## config.mk

```make
export PLATFORM = sky130hd
export DESIGN_NAME = euclidean_distance_isqrt_unit
export DESIGN_NICKNAME = d
export VERILOG_FILES = /design/src/hdl/edi_pkg.sv /design/src/hdl/edi_front.sv /design/src/hdl/edi_sqrt_pipe.sv /design/src/hdl/euclidean_distance_isqrt_unit.sv
export SDC_FILE = /design/constraint.sdc
export NUM_CORES = 2
export LEC_CHECK = 0
export BUFFER_PORTS_ARGS = -buffer_cell sky130_fd_sc_hd__buf_2
export CAP_MARGIN = 5
export CORE_MARGIN = 4
export CORE_UTILIZATION = 35
export CTS_BUF_LIST = sky130_fd_sc_hd__clkbuf_8
export DETAILED_ROUTE_END_ITERATION = 8
export PLACE_DENSITY = 0.55
export SLEW_MARGIN = 20
export SYNTH_ARGS = -nofsm -noshare
export SYNTH_HDL_FRONTEND = slang
export SYNTH_SLANG_ARGS = --single-unit
```

## constraint.sdc

```tcl
create_clock -name clk -period 8.32 [get_ports clk]
set_input_delay 2.496 -clock clk [delete_from_list [all_inputs] [get_ports clk]]
set_output_delay 2.496 -clock clk [all_outputs]
set_load 0.02 [all_outputs]
```

## src/hdl/edi_pkg.sv

```systemverilog
`timescale 1ns / 1ps
// ----------------------------------------------------------------------------
// edi_pkg
// Shared widths, types and the square root step for the distance unit.
// ----------------------------------------------------------------------------
package edi_pkg;

  // field widths
  localparam int COORD_W = 15;
  localparam int DIFF_W  = COORD_W + 1;
  localparam int MAG_W   = COORD_W;
  localparam int SQ_W    = 2 * MAG_W;
  localparam int RAD_W   = 32;
  localparam int DIST_W  = 16;

  // stream widths, padded to whole bytes
  localparam int IN_DATA_W  = ((4 * COORD_W + 7) / 8) * 8;
  localparam int OUT_DATA_W = ((DIST_W + 7) / 8) * 8;

  // root pipeline shape: one result bit per iteration, two iterations a stage
  localparam int SQRT_ITERS      = RAD_W / 2;
  localparam int ITERS_PER_STAGE = 2;
  localparam int SQRT_STAGES     = SQRT_ITERS / ITERS_PER_STAGE;

  typedef logic signed [COORD_W-1:0] coord_t;
  typedef logic signed [DIFF_W-1:0]  diff_t;
  typedef logic        [MAG_W-1:0]   mag_t;
  typedef logic        [SQ_W-1:0]    sq_t;
  typedef logic        [RAD_W-1:0]   rad_t;
  typedef logic        [DIST_W-1:0]  dist_t;

  // partial remainder and root carried between root stages
  typedef struct packed {
    rad_t rem;
    rad_t root;
  } sqrt_state_t;

  // one bit-pair step; iteration k tests the bit at position RAD_W-2-2k
  function automatic sqrt_state_t sqrt_iter(input sqrt_state_t s, input int k);
    rad_t        bit_v;
    rad_t        trial;
    sqrt_state_t r;
    bit_v = rad_t'(1) << (RAD_W - 2 - 2 * k);
    trial = s.root + bit_v;
    if (s.rem >= trial) begin
      r.rem  = s.rem - trial;
      r.root = (s.root >> 1) + bit_v;
    end else begin
      r.rem  = s.rem;
      r.root = s.root >> 1;
    end
    return r;
  endfunction

endpackage

```

## src/hdl/edi_front.sv

```systemverilog
`timescale 1ns / 1ps
// ----------------------------------------------------------------------------
// edi_front
// Three-stage front end: coordinate differences and magnitudes, squares,
// then the sum of squares as the radicand.
// ----------------------------------------------------------------------------
module edi_front (
  input  logic           clk,
  input  logic           rst_n,
  input  logic           in_valid,
  output logic           in_ready,
  input  edi_pkg::coord_t first_x,
  input  edi_pkg::coord_t first_y,
  input  edi_pkg::coord_t second_x,
  input  edi_pkg::coord_t second_y,
  output logic           out_valid,
  input  logic           out_ready,
  output edi_pkg::rad_t  out_rad
);
  import edi_pkg::*;

  logic  s1_valid_r, s2_valid_r, s3_valid_r;
  logic  s1_ready, s2_ready, s3_ready;
  diff_t dx, dy;
  mag_t  ax_nxt, ay_nxt, ax_r, ay_r;
  sq_t   sqx_nxt, sqy_nxt, sqx_r, sqy_r;
  rad_t  rad_nxt, rad_r;

  // per-stage ready, a stage moves when empty or its successor takes
  assign s3_ready = !s3_valid_r || out_ready;
  assign s2_ready = !s2_valid_r || s3_ready;
  assign s1_ready = !s1_valid_r || s2_ready;
  assign in_ready = s1_ready;

  // differences and their magnitudes
  always_comb begin
    dx     = diff_t'(first_x) - diff_t'(second_x);
    dy     = diff_t'(first_y) - diff_t'(second_y);
    ax_nxt = dx[DIFF_W-1] ? mag_t'(-dx) : mag_t'(dx);
    ay_nxt = dy[DIFF_W-1] ? mag_t'(-dy) : mag_t'(dy);
  end

  // squares
  assign sqx_nxt = sq_t'(ax_r) * sq_t'(ax_r);
  assign sqy_nxt = sq_t'(ay_r) * sq_t'(ay_r);

  // sum of squares, always within the radicand width
  assign rad_nxt = rad_t'(sqx_r) + rad_t'(sqy_r);

  // valid bits
  always_ff @(posedge clk) begin
    if (!rst_n) begin
      s1_valid_r <= 1'b0;
      s2_valid_r <= 1'b0;
      s3_valid_r <= 1'b0;
    end else begin
      if (s1_ready) s1_valid_r <= in_valid;
      if (s2_ready) s2_valid_r <= s1_valid_r;
      if (s3_ready) s3_valid_r <= s2_valid_r;
    end
  end

  // payload
  always_ff @(posedge clk) begin
    if (s1_ready) begin
      ax_r <= ax_nxt;
      ay_r <= ay_nxt;
    end
    if (s2_ready) begin
      sqx_r <= sqx_nxt;
      sqy_r <= sqy_nxt;
    end
    if (s3_ready) begin
      rad_r <= rad_nxt;
    end
  end

  assign out_valid = s3_valid_r;
  assign out_rad   = rad_r;

endmodule

```

## src/hdl/edi_sqrt_pipe.sv

```systemverilog
`timescale 1ns / 1ps
// ----------------------------------------------------------------------------
// edi_sqrt_pipe
// Pipelined bit-pair integer square root, two result bits per stage.
// ----------------------------------------------------------------------------
module edi_sqrt_pipe (
  input  logic           clk,
  input  logic           rst_n,
  input  logic           in_valid,
  output logic           in_ready,
  input  edi_pkg::rad_t  in_rad,
  output logic           out_valid,
  input  logic           out_ready,
  output edi_pkg::dist_t out_root
);
  import edi_pkg::*;

  logic        valid_r [SQRT_STAGES];
  logic        ready   [SQRT_STAGES];
  sqrt_state_t st_r    [SQRT_STAGES];
  sqrt_state_t st_nxt  [SQRT_STAGES];
  sqrt_state_t st_in;

  // remainder starts as the radicand, root as zero
  always_comb begin
    st_in.rem  = in_rad;
    st_in.root = '0;
  end

  for (genvar g = 0; g < SQRT_STAGES; g++) begin : g_stage
    sqrt_state_t prev;
    sqrt_state_t mid;
    logic        prev_valid;

    // stage input from the previous stage or the entry
    if (g == 0) begin : g_first
      assign prev       = st_in;
      assign prev_valid = in_valid;
    end else begin : g_next
      assign prev       = st_r[g-1];
      assign prev_valid = valid_r[g-1];
    end

    // stage ready, chained back from the output
    if (g == SQRT_STAGES - 1) begin : g_last
      assign ready[g] = !valid_r[g] || out_ready;
    end else begin : g_mid
      assign ready[g] = !valid_r[g] || ready[g+1];
    end

    // two bit-pair iterations
    always_comb begin
      mid       = sqrt_iter(prev, ITERS_PER_STAGE * g);
      st_nxt[g] = sqrt_iter(mid, ITERS_PER_STAGE * g + 1);
    end

    always_ff @(posedge clk) begin
      if (!rst_n) begin
        valid_r[g] <= 1'b0;
      end else if (ready[g]) begin
        valid_r[g] <= prev_valid;
      end
    end

    always_ff @(posedge clk) begin
      if (ready[g]) begin
        st_r[g] <= st_nxt[g];
      end
    end
  end

  assign in_ready  = ready[0];
  assign out_valid = valid_r[SQRT_STAGES-1];
  assign out_root  = st_r[SQRT_STAGES-1].root[DIST_W-1:0];

endmodule

```

## src/hdl/euclidean_distance_isqrt_unit.sv

```systemverilog
`timescale 1ns / 1ps
// pipeline: 3 front stages, then 8 root stages of two bit-pair iterations each
// throughput: one request per cycle unless the output is held and all stages
// are full; every stage is a register with its own valid bit, so an idle
// stage fills even while the output is held
// reset: synchronous active-low rst_n clears all valid bits, payload is kept
// ----------------------------------------------------------------------------
// euclidean_distance_isqrt_unit
// Floor of the Euclidean distance between two signed 15-bit 2-D points.
// ----------------------------------------------------------------------------
module euclidean_distance_isqrt_unit (
  input  logic                            clk,
  input  logic                            rst_n,
  input  logic                            in_tvalid,
  output logic                            in_tready,
  // first_x [14:0], first_y [29:15], second_x [44:30], second_y [59:45], [63:60] unused
  input  logic [edi_pkg::IN_DATA_W-1:0]   in_tdata,
  output logic                            out_tvalid,
  input  logic                            out_tready,
  // distance [15:0]
  output logic [edi_pkg::OUT_DATA_W-1:0]  out_tdata
);
  import edi_pkg::*;

  coord_t first_x, first_y, second_x, second_y;
  logic   rad_valid, rad_ready;
  rad_t   rad;
  dist_t  root_dist;

  // unpack the request
  assign first_x  = coord_t'(in_tdata[0*COORD_W +: COORD_W]);
  assign first_y  = coord_t'(in_tdata[1*COORD_W +: COORD_W]);
  assign second_x = coord_t'(in_tdata[2*COORD_W +: COORD_W]);
  assign second_y = coord_t'(in_tdata[3*COORD_W +: COORD_W]);

  // sum of squares
  edi_front u_front (
    .clk       (clk),
    .rst_n     (rst_n),
    .in_valid  (in_tvalid),
    .in_ready  (in_tready),
    .first_x   (first_x),
    .first_y   (first_y),
    .second_x  (second_x),
    .second_y  (second_y),
    .out_valid (rad_valid),
    .out_ready (rad_ready),
    .out_rad   (rad)
  );

  // integer square root
  edi_sqrt_pipe u_sqrt (
    .clk       (clk),
    .rst_n     (rst_n),
    .in_valid  (rad_valid),
    .in_ready  (rad_ready),
    .in_rad    (rad),
    .out_valid (out_tvalid),
    .out_ready (out_tready),
    .out_root  (root_dist)
  );

  assign out_tdata = OUT_DATA_W'(root_dist);

endmodule

```

==> flow_summary.ini <==
[sta]
final.period_utilization_pct = 91.4
finalCriticalPeriod_ps = 7610
setup-tns-final_ps = 0
max-slew-margin-rel_pct = 29.5
fmax_mhz = 131
hold_viol_final = 0
slew_violations = 0
grt_setup_unrepaired = no
clock_skew_ps = 36.5
hold-worst-slack_ps = 414
finalSetupViolCount = 0
worst_slew_pin_slew_ps = 1050

[worst_hold_path]
min_from = u_sqrt.st_r[1][104]
hold_path_class = register to register
worst_hold_path.num_cells = 0
hold_end = u_sqrt.st_r[2][40]

[detailed_routing]
routedWlPerCell_microns = 15.1
drc = 0
vias = 26826
wirelength_mm = 83.5
drtIter0Drc = 1184
drt-pass1-iter-count = 8
antenna_left = 0
vias_per_cell = 4.85

[logic_synthesis]
synth_top_area_share_pct = 32.9
ys_top_cells_by_area = edfxtp_1 33%, fa_1 14%, ha_1 13%
synth.most_common_cell = inv_1
seq_area_frac_synth_pct = 33.1
synth_cells = 3864
synth_edf_count = 422
synthesis.nets = 4611
ys_ff_latch = 426
async_flop_share_pct = 0
avgSynthCellArea_sq_um = 9.98
yosysTopAreaCell = edfxtp_1
ys.flop_type = edfxtp_1
synthTopCellsByCount = 597 x inv_1, 422 x edfxtp_1, 400 x ha_1
yosysWarningCount = 0
synth.cell_area_sq_um = 38600
synth_cell_types = 89

[floorplan]
coreArea_sq_um = 109000
row_count = 121
fp.dieH_microns = 340
die_area_sq_um = 116000
start_util_pct = 35.3
die_x_microns = 340
io_pins = 86

[clocking]
insertion_delay_ps = 670
cts-root-buf = clkbuf_8
cts.path.max_buffers = 3
postCtsResizedCells = 0
cts_tree = done
cts_buffers = 77
hold_buffers = 0
path_clk_slew_ps = 60
cts-htree-levels = 3
post_cts_buffers = 0
clock-sinks = 426

[placed_design]
dp_hpwl_mm = 68.1
port_buffers = 81
gp_congestion = 0.812

[status]
status = completed

[global_routing]
grt_pass1_wl_mm = 139
antenna_found_initial = 2
first_global_vias = 27867
grt.total_usage_pct = 14.6
grt_overflow_total = 0
grt_max_degree = 59

[worst_setup_path]
startpoint = u_front.ay_r[1]
startpoint_type = register
r2r_slack_ps = 710
arrival_ps = 8020
reg2reg_from = u_front.ay_r[1]
worst-setup-path-type = register to register
r2r_cells = 24
required_ps = 8740
r2r_end = u_front.sqy_r[29]
cp-end-kind = register
crit_fanout = 15

[final_layout]
final_nets = 4738
drive_above_1_share_pct = 6.99
syn2layout_area_growth_pct = 9.51
final_core_utilization_pct = 38.7

[flow_run]
cap_violations = 0
==> registers in the layout (all words and copies together), names as in the netlist <==
name and count:
u_front.ax_r 15, u_front.ay_r 15, u_front.out_rad 31, u_front.out_valid 1, u_front.s1_valid_r 1, u_front.s2_valid_r 1, u_front.sqx_r 29, u_front.sqy_r 29
u_sqrt.st_r 296, u_sqrt.valid_r 8
==> metrics by stage <==
| stage | cells | worst slack (ps) | cell area [sq um] |
|---|---|---|---|
| floorplan | 3864 | 1430 | 38600 |
| global placement | 5388 | 802 | 40800 |
| detailed placement | 5388 | 710 | 40800 |
| CTS | 5526 | 699 | 42200 |
| global route | 5527 | 233 | 42200 |
| finish | 5527 | 713 | 42200 |
==> worst max-delay path, cell delays in order, from the launching register on <==
cell and delay (ps):
edfxtp_1 720, and2_1 250, inv_1 70, fa_1 470, fa_1 540, inv_1 50, fa_1 500, inv_1 50
fa_1 520, inv_1 50, fa_1 470, inv_1 50, fa_1 480, inv_1 40, ha_1 210, nor3_1 200
a22oi_1 150, a221oi_1 610, o21ai_0 230, and3_1 280, o311a_1 350, a2111oi_0 620, o21bai_1 120, a21oi_1 200
xnor2_1 100
==> logic make-up (layout without fill, tap and decap cells) <==
| group | count (synthesis) | in the layout | synth area share [%] |
|---|---|---|---|
| muxes | 33 | 33 | 0.921 |
| xor gates and xnor gates | 306 | 306 | 6.95 |
| AOI/OAI and AO/OA | 638 | 638 | 10.5 |
| buffers and inverters | 670 | 856 | 6.64 |
| DFF | 426 | 426 | 33.1 |
| other | 0 | 1 | 0 |
| adders and majority gates | 679 | 679 | 27.5 |
| and+or+nand+nor | 1112 | 1112 | 14.4 |
==> metal layers <==
layer | global-route usage [%] | wire (microns) | part of all wire (%)
met4 | 5.05 | 2730 | 3.3
met3 | 1.83 | 2300 | 2.8
met5 | 0 | 0 | 0
met1 | 17.2 | 35900 | 43
met2 | 27.2 | 42600 | 51
==> cell type report <==
class	instances	area [sq um]
Sequential cell	426	12800
Timing Repair Buffer	118	683
Inverter	600	2250
Fill cell	10856	66900
Multi-Input combinational cell	2768	23300
Clock inverter	61	363
Antenna cell	1	2.50
Tap cell	1476	1850
Clock buffer	77	1060
==> layout by cell type (no fill, tap or decap), drive strengths merged, types with 35 or more instances in the layout <==
cell	instances
ha	400
nor2	239
nor2b	48
nand3	58
a21o	65
nor3	80
nor4	52
nand2	334
a21oi	215
buf	118
inv	632
xnor2	207
xor2	99
fa	279
and2	97
nand4	35
o21ai	125
clkbuf	77
edfxtp	422
o21a	38
nand2b	36
==> worst max-delay path by stage <==
| stage | to | slack, ps | cells after the start |
|---|---|---|---|
| global placement | u_front.sqy_r[29] | 800 | 22 |
| detailed placement | u_front.sqy_r[29] | 710 | 24 |
| floorplan | in_tready | 1430 | 7 |
| CTS | u_front.sqy_r[29] | 700 | 24 |
| finish | u_front.sqy_r[29] | 710 | 24 |
| global route | u_front.sqy_r[29] | 230 | 23 |
Power is left out: the tool's default activity adds up to more than one toggle a clock period on the data nets, which glitch-free logic cannot reach.
